**src/kems_pkg.sv**
```systemverilog
// shared types and constants for the k-mer exact match seeder
package kems_pkg;

    localparam int READ_LEN_DEF = 64;

    localparam int KMER_W  = 7;
    localparam int RLEN_W  = 7;
    localparam int RUN_W   = 7;
    localparam int POS_W   = 32;
    localparam int SYM_W   = 8;
    localparam int RIDX_W  = 6;
    localparam int OP_W    = 2;
    localparam int CIDX_W  = 1;
    localparam int CDATA_W = 7;

    localparam logic [KMER_W-1:0] KMER_MAX   = 7'd64;
    localparam logic [KMER_W-1:0] KMER_RST   = 7'd16;
    localparam logic [RLEN_W-1:0] RLEN_RST   = 7'd64;
    localparam logic [SYM_W:0]    CASE_DELTA = 9'd32;

    typedef enum logic [OP_W-1:0] {
        OP_LOAD   = 2'd0,
        OP_GENOME = 2'd1,
        OP_CLEAR  = 2'd2,
        OP_NONE   = 2'd3
    } t_opcode;

    typedef enum logic [CIDX_W-1:0] {
        CFG_KMER_LEN = 1'b0,
        CFG_READ_LEN = 1'b1
    } t_cfg_idx;

    // what travels with a hit mask to the seed emitter
    typedef struct packed {
        logic [RIDX_W-1:0] kmer_m1;
        logic [POS_W-1:0]  gpos_first;
    } t_batch_info;

endpackage

```
**src/kems_cells.sv**
```systemverilog
// read store, per-position run counters and genome position
module kems_cells
    import kems_pkg::*;
#(
    parameter int READ_LEN = READ_LEN_DEF
) (
    input  logic                i_clk,
    input  logic                i_rst_n,
    input  logic [KMER_W-1:0]   i_kmer_len,
    input  logic [RLEN_W-1:0]   i_read_len,
    input  logic                i_go,
    input  t_opcode             i_opcode,
    input  logic [RIDX_W-1:0]   i_read_index,
    input  logic [SYM_W-1:0]    i_symbol,
    output logic [READ_LEN-1:0] o_hit,
    output t_batch_info         o_info
);

    localparam logic [RLEN_W-1:0] RL_LIM = RLEN_W'(READ_LEN);

    logic [SYM_W-1:0] r_store [READ_LEN];
    logic [RUN_W-1:0] r_run   [READ_LEN];
    logic [RUN_W-1:0] n_run   [READ_LEN];
    logic [POS_W-1:0] r_pos;

    logic [KMER_W-1:0] s_k;
    logic [RLEN_W-1:0] s_used;
    logic              s_genome;

    always_comb begin
        if (i_kmer_len == '0) begin
            s_k = KMER_W'(1);
        end else if (i_kmer_len > KMER_MAX) begin
            s_k = KMER_MAX;
        end else begin
            s_k = i_kmer_len;
        end
        s_used   = (i_read_len > RL_LIM) ? RL_LIM : i_read_len;
        s_genome = (i_opcode == OP_GENOME);
    end

    genvar g;
    generate
        for (g = 0; g < READ_LEN; g++) begin : g_cell
            logic [RUN_W-1:0] s_prev;
            logic [RUN_W-1:0] s_inc;
            logic [SYM_W:0]   s_st;
            logic [SYM_W:0]   s_sy;
            logic             s_match;

            if (g == 0) begin : g_first
                assign s_prev = '0;
            end else begin : g_rest
                assign s_prev = r_run[g-1];
            end

            assign s_st    = {1'b0, r_store[g]};
            assign s_sy    = {1'b0, i_symbol};
            // equal, or CASE_DELTA apart (the letter case gap, for any byte), in used cells only
            assign s_match = (RLEN_W'(g) < s_used) &&
                             ((s_st == s_sy) || (s_st + CASE_DELTA == s_sy) ||
                              (s_sy + CASE_DELTA == s_st));
            assign s_inc   = s_prev + RUN_W'(1);
            assign o_hit[g] = s_genome && s_match && (s_inc >= s_k);
            assign n_run[g] = !s_match ? '0 : ((s_inc >= s_k) ? s_k : s_inc);

            always_ff @(posedge i_clk) begin
                if (i_go && i_opcode == OP_LOAD && i_read_index == RIDX_W'(g)) begin
                    r_store[g] <= i_symbol;
                end
            end

            always_ff @(posedge i_clk) begin
                if (!i_rst_n) begin
                    r_run[g] <= '0;
                end else if (i_go && i_opcode == OP_CLEAR) begin
                    r_run[g] <= '0;
                end else if (i_go && s_genome) begin
                    r_run[g] <= n_run[g];
                end
            end
        end
    endgenerate

    always_ff @(posedge i_clk) begin
        if (!i_rst_n) begin
            r_pos <= '0;
        end else if (i_go && i_opcode == OP_CLEAR) begin
            r_pos <= '0;
        end else if (i_go && s_genome) begin
            r_pos <= r_pos + POS_W'(1);
        end
    end

    always_comb begin
        o_info.kmer_m1    = RIDX_W'(s_k - KMER_W'(1));
        o_info.gpos_first = r_pos - POS_W'(o_info.kmer_m1);
    end

endmodule

```
**src/kems_emit.sv**
```systemverilog
// holds one hit mask and sends its seeds in rising read order
module kems_emit
    import kems_pkg::*;
#(
    parameter int READ_LEN = READ_LEN_DEF
) (
    input  logic                i_clk,
    input  logic                i_rst_n,
    input  logic                i_load,
    input  logic [READ_LEN-1:0] i_hit,
    input  t_batch_info         i_info,
    output logic                o_free,
    output logic                o_valid,
    input  logic                i_ready,
    output logic [RIDX_W-1:0]   o_seed_ridx,
    output logic [POS_W-1:0]    o_seed_gpos,
    output logic                o_last
);

    logic [READ_LEN-1:0] r_mask;
    t_batch_info         r_info;
    logic [READ_LEN-1:0] s_low;
    logic [READ_LEN-1:0] s_rest;
    logic [RIDX_W-1:0]   s_pos;

    // isolate the lowest pending hit, then encode it by or-ing indexes
    always_comb begin
        s_low  = r_mask & (~r_mask + READ_LEN'(1));
        s_rest = r_mask & ~s_low;
        s_pos  = '0;
        for (int i = 0; i < READ_LEN; i++) begin
            if (s_low[i]) begin
                s_pos = s_pos | RIDX_W'(i);
            end
        end
    end

    assign o_valid     = |r_mask;
    assign o_last      = (s_rest == '0);
    assign o_seed_ridx = s_pos - r_info.kmer_m1;
    assign o_seed_gpos = r_info.gpos_first;
    assign o_free      = !o_valid || (o_last && i_ready);

    always_ff @(posedge i_clk) begin
        if (!i_rst_n) begin
            r_mask <= '0;
        end else if (i_load) begin
            r_mask <= i_hit;
        end else if (o_valid && i_ready) begin
            r_mask <= s_rest;
        end
    end

    always_ff @(posedge i_clk) begin
        if (i_load) begin
            r_info <= i_info;
        end
    end

    a_load_when_free: assert property (@(posedge i_clk) disable iff (!i_rst_n)
        i_load |-> (r_mask == '0 || ($onehot(r_mask) && i_ready)))
        else $error("new mask loaded over pending seeds");

    a_burst_goes_on: assert property (@(posedge i_clk) disable iff (!i_rst_n)
        o_valid && i_ready && !o_last |=> o_valid)
        else $error("seed burst ended before its last seed");

    a_last_single: assert property (@(posedge i_clk) disable iff (!i_rst_n)
        (o_valid && o_last) |-> $onehot(r_mask))
        else $error("last flag with more than one seed pending");

endmodule

```
**src/kmer_exact_match_seeder.sv**
```systemverilog
// k-mer exact match seeder: input register, parallel read cells, seed emitter
// One item is taken per clock while the seed emitter is free. Load, clear
// and genome characters that cause no seed pass straight through; a genome
// character whose k-long diagonal matches end at n read positions sends n
// seeds (n up to READ_LEN), one per cycle while the receiver is ready, and
// holds the input side as the single-entry seed emitter drains. The next
// item is taken in the cycle the last seed of the current one is taken.
// All read positions compare against the genome character at once.
module kmer_exact_match_seeder
    import kems_pkg::*;
#(
    parameter int READ_LEN = READ_LEN_DEF
) (
    input  logic                i_clk,
    input  logic                i_rst_n,
    input  logic                i_cfg_we,
    input  logic [CIDX_W-1:0]   i_cfg_idx,
    input  logic [CDATA_W-1:0]  i_cfg_data,
    input  logic                s_axis_tvalid,
    output logic                s_axis_tready,
    input  logic [15:0]         s_axis_tdata,   // read_index, symbol, 2'b0
    input  logic [OP_W-1:0]     s_axis_tuser,   // opcode
    output logic                m_axis_tvalid,
    input  logic                m_axis_tready,
    output logic [39:0]         m_axis_tdata,   // seed read position, seed genome position, 2'b0
    output logic                m_axis_tlast
);

    logic [KMER_W-1:0] r_kmer_len;
    logic [RLEN_W-1:0] r_read_len;

    logic              r_in_valid;
    t_opcode           r_op;
    logic [RIDX_W-1:0] r_idx;
    logic [SYM_W-1:0]  r_sym;

    logic                s_advance;
    logic                s_free;
    logic [READ_LEN-1:0] s_hit;
    t_batch_info         s_info;
    logic [RIDX_W-1:0]   s_seed_ridx;
    logic [POS_W-1:0]    s_seed_gpos;

    always_ff @(posedge i_clk) begin
        if (!i_rst_n) begin
            r_kmer_len <= KMER_RST;
            r_read_len <= RLEN_RST;
        end else if (i_cfg_we) begin
            case (t_cfg_idx'(i_cfg_idx))
                CFG_KMER_LEN: r_kmer_len <= KMER_W'(i_cfg_data);
                CFG_READ_LEN: r_read_len <= RLEN_W'(i_cfg_data);
                default: ;
            endcase
        end
    end

    assign s_advance     = r_in_valid && s_free;
    assign s_axis_tready = !r_in_valid || s_advance;

    always_ff @(posedge i_clk) begin
        if (!i_rst_n) begin
            r_in_valid <= 1'b0;
        end else if (s_axis_tready) begin
            r_in_valid <= s_axis_tvalid;
        end
    end

    always_ff @(posedge i_clk) begin
        if (s_axis_tvalid && s_axis_tready) begin
            r_op  <= t_opcode'(s_axis_tuser);
            r_idx <= s_axis_tdata[RIDX_W-1:0];
            r_sym <= s_axis_tdata[RIDX_W+SYM_W-1:RIDX_W];
        end
    end

    kems_cells #(
        .READ_LEN (READ_LEN)
    ) u_cells (
        .i_clk        (i_clk),
        .i_rst_n      (i_rst_n),
        .i_kmer_len   (r_kmer_len),
        .i_read_len   (r_read_len),
        .i_go         (s_advance),
        .i_opcode     (r_op),
        .i_read_index (r_idx),
        .i_symbol     (r_sym),
        .o_hit        (s_hit),
        .o_info       (s_info)
    );

    kems_emit #(
        .READ_LEN (READ_LEN)
    ) u_emit (
        .i_clk       (i_clk),
        .i_rst_n     (i_rst_n),
        .i_load      (s_advance),
        .i_hit       (s_hit),
        .i_info      (s_info),
        .o_free      (s_free),
        .o_valid     (m_axis_tvalid),
        .i_ready     (m_axis_tready),
        .o_seed_ridx (s_seed_ridx),
        .o_seed_gpos (s_seed_gpos),
        .o_last      (m_axis_tlast)
    );

    assign m_axis_tdata = {2'b00, s_seed_gpos, s_seed_ridx};

endmodule

```
**config.mk**
```make
export PLATFORM = sky130hd
export DESIGN_NAME = kmer_exact_match_seeder
export DESIGN_NICKNAME = d
export VERILOG_FILES = /design/src/kems_pkg.sv /design/src/kems_cells.sv /design/src/kems_emit.sv /design/src/kmer_exact_match_seeder.sv
export SDC_FILE = /design/constraint.sdc
export NUM_CORES = 2
export LEC_CHECK = 0
export BUFFER_PORTS_ARGS = -buffer_cell sky130_fd_sc_hd__buf_4
export CORE_MARGIN = 2
export CORE_UTILIZATION = 52
export DETAILED_ROUTE_END_ITERATION = 6
export PLACE_DENSITY = 0.68
export SLEW_MARGIN = 20
export SYNTH_ARGS = -nofsm -noshare
export SYNTH_HDL_FRONTEND = slang
export SYNTH_HIERARCHICAL = 1
export SYNTH_SLANG_ARGS = --single-unit
```
**constraint.sdc**
```tcl
create_clock -name i_clk -period 27.5 [get_ports i_clk]
set_input_delay 6.875 -clock i_clk [delete_from_list [all_inputs] [get_ports i_clk]]
set_output_delay 6.875 -clock i_clk [all_outputs]
set_load 0.03 [all_outputs]
```
==> results.md <==
- Outcome: complete, but fails checks
- Failing checks: DRC
- Antenna violations before repair: 3
- Top cell family by delay on the critical path: simple AND/OR/NAND/NOR gates
- Syn Area/Cell: 10.7 µm²
- Pwr Density: 54.5 nW/µm²
- Synth unique cells: 93
- PortBufs: 69
- Switching Share: 27.4%
- Worst Max-Slew Pin Slew: 1.34 ns
- First drt pass iteration count: 7
- Setup TNS: 0 ns
- Longest Clk Path Bufs: 3
- Final Hold Fails: 0
- Syn-to-layout area delta: 8.61%
- DR WL/cell: 23.6 µm
- Post-synthesis register bit count: 1118
- CP peak stage delay: 0.37 ns
- Die height: 374 µm
- Die W: 374 µm
- Mapped Cells: 6671
- Worst-path maximum fanout: 8
- Synth warnings: 6
- Ys flop type: edfxtp_1
- Tot GR Track Use: 28.3%
- Setup Buffers After CTS: 0
- Final worst slack: 12.63 ns
- TritonCTS Buffers: 121
- Highest Clock Rate: 67.3 MHz
- WP data arrival: 7.99 ns
- Design Area, Final: 77500 µm²
- CP Class: input pin to output pin
- Detailed Route Iter0 Violations: 4967
- Post-DP HPWL: 135 mm
- Synth area leader: edfxtp_1
- Period utilization: 54.1%
- Hold-fix buffers, CTS: 0
- Cells taking the most area after synthesis: edfxtp_1, ha_1, xnor2_1
- CP Buf/Inv Count: 2
- Commonest cells post-synth: edfxtp_1, nor2_1, xnor2_1
- CTS tree: done
- Reg clk slew, reported paths: 0.06 ns
- Max-cap violation count: 0
- CP cell instances: buf_4, nand4_1, o21ai_1, nand2b_1, buf_4
- CTS H-tree lvls: 3
- Core Area: 136000 µm²
- Critical Path Start Type: input pin
- Cts repair resizes: 0
- Remaining Overflow, GRT: 0
- Placed Instance Area: 73500 µm²
- CP Data Required Time: 20.62 ns
- Final #Nets: 7244
- Sequential share of the synthesized area: 45.5%
- Synth top area share: 42.4%
- Root buffer cell: clkbuf_16
- Pre-CTS worst setup slack: 12.69 ns
- Fin crit period: 14.87 ns
- Fin util: 57.1%
- DIE AREA: 140000 µm²
- Initial Util: 52.5%
- NetSw: 1160 µW
- DR vias: 52000
- Leak: 0.0292 µW
- CP max-delay cell: o21ai_1
- RSZ-0062 raised after global routing: false
- Clk_skew: 0.0435 ns
- Share of cells above drive strength 1: 6.10%
- Vias per inst: 6.11
- Combinational share of power: 15.0%
- Min-Delay Path Class: register to register
- Routed wire length: 201 mm
- Count leader, synth: edfxtp_1
- Mapped Area: 71400 µm²
- Int Power: 3070 µW
- Final GP Congestion: 0.951
- Antenna diode count: 0
- Vias in the first global route: 50700
- Clk_lat worst skew: 0.78 ns
- Final Max Slew Viols: 0
- Hold_ws: 0.465 ns
- CTS sink count: 1118
- Reg power frac: 45.7%
- Clk network pwr share: 39.3%
- FFs w/ async S/R, synth: 0%
- Most frequent cell on the critical path: buf_4
- Io pins: 74
- VDD IR max: 0.0721 mV
- Number of flops mapped to enable cells by yosys: 1007
- Row count: 135
- Pin count of the biggest net entering global routing: 180
- Number of remaining DRC errors: 1
- Routed Antenna Nets: 0
- Slew HR: 9.95%
- Worst setup EP type: output pin
- Final setup violation count: 0
- First-pass GRT wire length: 305 mm
logic make-up (layout without fill, tap and decap cells):
family | after synthesis | in the layout | share of synthesized area (%)
simple gates | 2096 | 2096 | 13.9
xor+xnor | 1120 | 1120 | 13.8
flops | 1118 | 1118 | 45.5
compound gates | 1015 | 1015 | 9.79
fa+ha+maj | 586 | 586 | 10.3
buf+inv | 462 | 518 | 2.90
mux | 272 | 272 | 3.82
other cells | 2 | 8 | 0.0105
cells in the final DEF, fill, tap and decap left out, types with 13 or more instances in the layout:
cell type and n:
nor2_1 758, mux2i_1 270, a21o_1 87, clkbuf_1 21, xor2_1 503, nor2b_1 67
o21a_1 51, clkbuf_16 121, bufinv_16 13, and3_1 58, buf_4 154, a21oi_1 212
xnor2_1 615, a211oi_1 172, dfxtp_1 110, or3_1 31, a22o_1 52, o311ai_0 24
nand2_1 315, a31oi_1 49, nand2b_1 30, or4_1 19, clkinv_1 20, a311oi_1 17
o21ai_0 163, nor4_1 78, inv_1 125, o2111ai_1 31, nand3_1 415, edfxtp_1 1007
nand4_1 80, clkinv_2 25, nor3_1 149, ha_1 580
path summary, 6_finish.rpt:
kind | start | end | slack (ns) | depth (start not counted)
worst max-delay path | m_axis_tready | s_axis_tready | 12.63 | 5
worst min-delay path | r_read_len[5] | r_read_len[5] | 0.46 | 2
worst max register to register | u_emit/r_mask[33] | u_cells/r_run[1][72] | 18.01 | 16
worst min register to register | r_read_len[5] | r_read_len[5] | 0.46 | 2
flip-flops by register name (all words and copies together) (netlist names), 7 cells and up:
signal and flops:
r_kmer_len 7, u_emit/r_mask 64, r_read_len 7, u_cells/r_pos 32, r_sym 8, u_cells/r_store 512, u_emit/o_seed_gpos 32, u_cells/r_run 441
layer usage:
metal / GRT usage, % / wire length (µm)
met1: 39.0 / 87600
met2: 43.9 / 88700
met3: 5.32 / 16700
met4: 11.5 / 7980
met5: 0 / 28
power by group through the flow:
stage               sequential (µW)  clock [µW]  combinational (µW)
floorplan                      1980           0                 450
global placement               1960           0                 604
detailed placement             1970           0                 623
CTS                            1930        1680                 628
global route                   1940        1750                 698
finish                         1930        1660                 632
metrics by stage:
| stage | power [µW] | cells |
|---|---|---|
| floorplan | 2430 | 6677 |
| global placement | 2570 | 8287 |
| detailed placement | 2590 | 8287 |
| CTS | 4240 | 8513 |
| global route | 4380 | 8514 |
| finish | 4220 | 8514 |
worst min-delay path, cell delays in order, from the launching register on:
cell	delay [ns]
dfxtp_1	0.31
nand2_1	0.05
mux2i_1	0.05
layout make-up:
class | instances | area [µm²]
flip-flops and latches | 1118 | 32500
multi-input cells | 5097 | 37000
repair buffers | 161 | 1300
well taps | 1781 | 2230
clock buffers | 146 | 3160
fillers | 11400 | 58300
clock inverters | 80 | 871
inverters | 131 | 507
Note: power is estimated with default switching activity, not from simulation.
